File: config.mk
export PLATFORM = sky130hd
export DESIGN_NAME = sst_ram
export DESIGN_NICKNAME = d
export VERILOG_FILES = /design/src/hdl/sst_ram.sv
export SDC_FILE = /design/constraint.sdc
export NUM_CORES = 2
export LEC_CHECK = 0
export BUFFER_PORTS_ARGS = -buffer_cell sky130_fd_sc_hd__clkbuf_2
export CELL_PAD_IN_SITES_DETAIL_PLACEMENT = 0
export CELL_PAD_IN_SITES_GLOBAL_PLACEMENT = 2
export CORE_MARGIN = 10
export CORE_UTILIZATION = 40
export DETAILED_ROUTE_END_ITERATION = 6
export PLACE_DENSITY = 0.73
export SKIP_LAST_GASP = 1
export SYNTH_ARGS = -nofsm -noshare
export SYNTH_HDL_FRONTEND = slang
export SYNTH_SLANG_ARGS = --single-unit
export TNS_END_PERCENT = 100
File: constraint.sdc
create_clock -name aclk -period 5.55 [get_ports aclk]
set_clock_uncertainty 0.05 [all_clocks]
set_input_delay 0 -clock aclk [delete_from_list [all_inputs] [get_ports aclk]]
set_output_delay 0 -clock aclk [all_outputs]
set_load 0.01 [all_outputs]
File: src/hdl/sst_ram.sv
`timescale 1ns / 1ps

module sst_ram #(
    parameter int WIDTH = 8,
    parameter int DEPTH = 256
) (
    input  logic                     aclk,
    input  logic                     we,
    input  logic [$clog2(DEPTH)-1:0] waddr,
    input  logic [WIDTH-1:0]         wdata,
    input  logic [$clog2(DEPTH)-1:0] raddr,
    output logic [WIDTH-1:0]         rdata
);

    logic [WIDTH-1:0] mem [DEPTH];

    always_ff @(posedge aclk) begin
        if (we) begin
            mem[waddr] <= wdata;
        end
        rdata <= mem[raddr];
    end

endmodule

==> results.toml <==
[logic_synthesis]
synth.distinct_cells = 55
yosysSeqAreaShare_pct = 77.50
synthCells = 3733
synth_seq_cells = 2056
synth_edf_count = 2048
synthArstFlopShare_pct = 0
synth_top_area_share_pct = 77.30
avgSynthCellArea_um2 = 21.31
synth_warnings = 0
synth_area_leader_cell = "edfxtp_1"
yosys-top-cells-area = "edfxtp_1 77%, mux4_2 13%, mux2i_1 1.7%"
synth_area_um2 = 79560
synthFlopType = "edfxtp_1"
syn_nets = 3759

[route]
vias_per_cell = 5.771
routed_wl_um = 201200
vias = 38332
drt_iter0_drc = 4424
final_antenna_net_count = 0
wl_per_cell_um = 30.29
first_pass_iters = 5
drc_errors = 0

[worst_setup_path]
start_kind = "input pin"
end_kind = "flop"
cp.arrival_ns = 3.65
worst-path-max-fanout = 13
startpoint = "waddr[2]"
worstSetupPathType = "input pin to flop"
crit_required_ns = 5.93
timing.rr.start = "mem[67][4]"

[power]
power.switching_w = 0.006859
combPwrFrac_pct = 4.8
p_int_w = 0.02486
power.share.sequential_pct = 54.1
switching_share_pct = 21.62
clockPowerShare_pct = 41.1
power.density_nw_per_um2 = 356.1
ir_drop_mv = 0.2776
power_leakage_nw = 27.05

[clocking]
cts_num_sinks = 2056
cts_root_buffer = "clkbuf_16"
clock_latency_ns = 0.85
cts_hold_buf = 13
cts-resized-gates = 0
tritoncts = "yes"
clk_pin_slew_ns = 0.06
numCtsBuffers = 200
cts_setup_buffers = 0
h-tree-depth = 4
cts_buffer_depth = 3

[placed_design]
post-place-ws_ns = 1.728
globalplace.congestion = 0.7922
dp.final_hpwl_um = 121000
place.port_buffers = 33

[sta]
setup_violations = 0
hold_viol_final = 0
post-route-period-util_pct = 58.91
setup_tns_ns = 0
period_minus_slack_ns = 3.269
slew_violations = 0
worstMarginPinSlew_ns = 1.251
setup_ws_ns = 2.281
rsz0062_at_grt = "no"
slew_headroom_pct = 16.49
max_freq_mhz = 305.9

[global_routing]
gr-usage-met2_pct = 29.67
grt.total_usage_pct = 18.25
grt_pass1_vias = 38658
grt_overflow_total = 0
grt_pass1_wl_um = 288800
met1_usage_pct = 25.30
antenna_found_initial = 14
grt_max_degree = 181
busiest_layer = "met2"
use_met3_pct = 3.380

[floorplanning]
initial_core_util_pct = 40.26
die_area_um2 = 217100
die_w_um = 466.0
core_area_um2 = 197600
rows = 163
ios = 34
dieHeight_um = 466.0

[status]
status = "finished, final reports clean"

[run]
cap_violations = 0

[finish]
register_area_um2 = 61660
fillCellCount = 16495
drive_gt1_share_pct = 21.88
multiInputGateArea_um2 = 16560
syn_to_final_growth_pct = 11.97
num-nets-final = 3862

[worst_hold_path]
hp-start = "raddr[1]"
holdCritPathClass = "input pin to flop"
[cell families (layout without fill, tap and decap cells)]
kind of cell | count (synthesis) | after routing | share of synthesized area [%]
AND/OR/NAND/NOR | 466 | 466 | 2.628
multiplexers | 591 | 591 | 14.62
AO/OA/AOI/OAI | 385 | 385 | 3.419
buffers and inverters | 235 | 501 | 1.831
other | 0 | 3 | 0
flip-flops | 2056 | 2056 | 77.50
[through the flow]
stage	std cells	utilization (%)	instance area, um^2	hold slack, ns	power, W
floorplan	3733	-	79560	0.04887	0.01829
global placement	6261	41.83	82670	0.4281	0.01901
detailed placement	6261	41.84	82690	0.4447	0.01902
CTS	6639	45.07	89060	0.1148	0.03195
global route	6641	45.07	89070	0.1762	0.03265
finish	6642	45.07	89080	0.1661	0.03172
[worst max-delay path, cell delays in order]
cell and delay, ns:
dlygate4sd3_1 0.57, clkbuf_2 0.21, nor2_1 0.56, nand3_2 1.07, nor2_1 1.21
[flip-flops by register name, summed over array words and instances, names as in the netlist]
| signal | count |
|---|---|
| mem | 2048 |
| rdata | 8 |
[cells in the final DEF (no fill, tap or decap), drive strengths merged, types with 3 or more instances in the layout]
master       Yosys  routed
clkinv           1      93
nand2           33      33
buf            122     100
o211ai          10      10
mux2i          134     134
nand4           10      10
nor3            22      22
o22a             5       5
o221ai          47      47
diode            0       3
o22ai           28      28
nand3           34      34
mux4           456     456
or2              4       4
inv              1      10
clkbuf         111     269
nor2b           31      31
clkinvlp         0       4
o21ai           12      12
edfxtp        2048    2048
a211oi          16      16
a2111oi          5       5
a22oi          133     133
nor4            27      27
a21oi           96      96
a22o             8       8
dlygate4sd3      0      13
a221oi          14      14
o32ai            5       5
dfxtp            8       8
nor2           282     282
bufinv           0      12
and2             6       6
nand2b           8       8
[routing by layer]
metal	vias up	wire length [um]
li1	15947	-
met1	20673	83170
met2	1424	98740
met3	280	13810
met4	8	5394
met5	-	49
[power groups by stage]
stage	Clock, W	Combinational, W	Sequential (W)
final	0.0130	0.00153	0.0172
after global routing	0.0139	0.00162	0.0171
after CTS	0.0132	0.00156	0.0171
after detailed placement	0	0.00154	0.0175
after global placement	0	0.00153	0.0175
after floorplan	0	0.000831	0.0175
[cell usage after synthesis, drive strengths merged, types with 27 or more instances]
library cell	instances
mux4	456
a22oi	133
o221ai	47
clkbuf	111
nor2	282
mux2i	134
a21oi	96
edfxtp	2048
buf	122
nor2b	31
nand3	34
o22ai	28
nand2	33
nor4	27
[cell type report]
type	count	share of cell area, %
timing repair buffer	134	1.444
tap	2640	3.708
clock buffer	248	5.821
antenna	3	0.008428
inverter	2	0.008428
multi-input combinational	1442	18.60
sequential	2056	69.22
clock inverter	117	1.193
[path summary, 6_finish.rpt]
check / to / slack (ns) / depth (start not counted)
setup reg to reg: rdata[4] / 2.87 / 5
hold reg to reg: rdata[5] / 1.00 / 6
hold / removal: rdata[7] / 0.17 / 6
setup / recovery: mem[208][7] / 2.28 / 5
No activity file was read; power rests on OpenSTA's default activity.
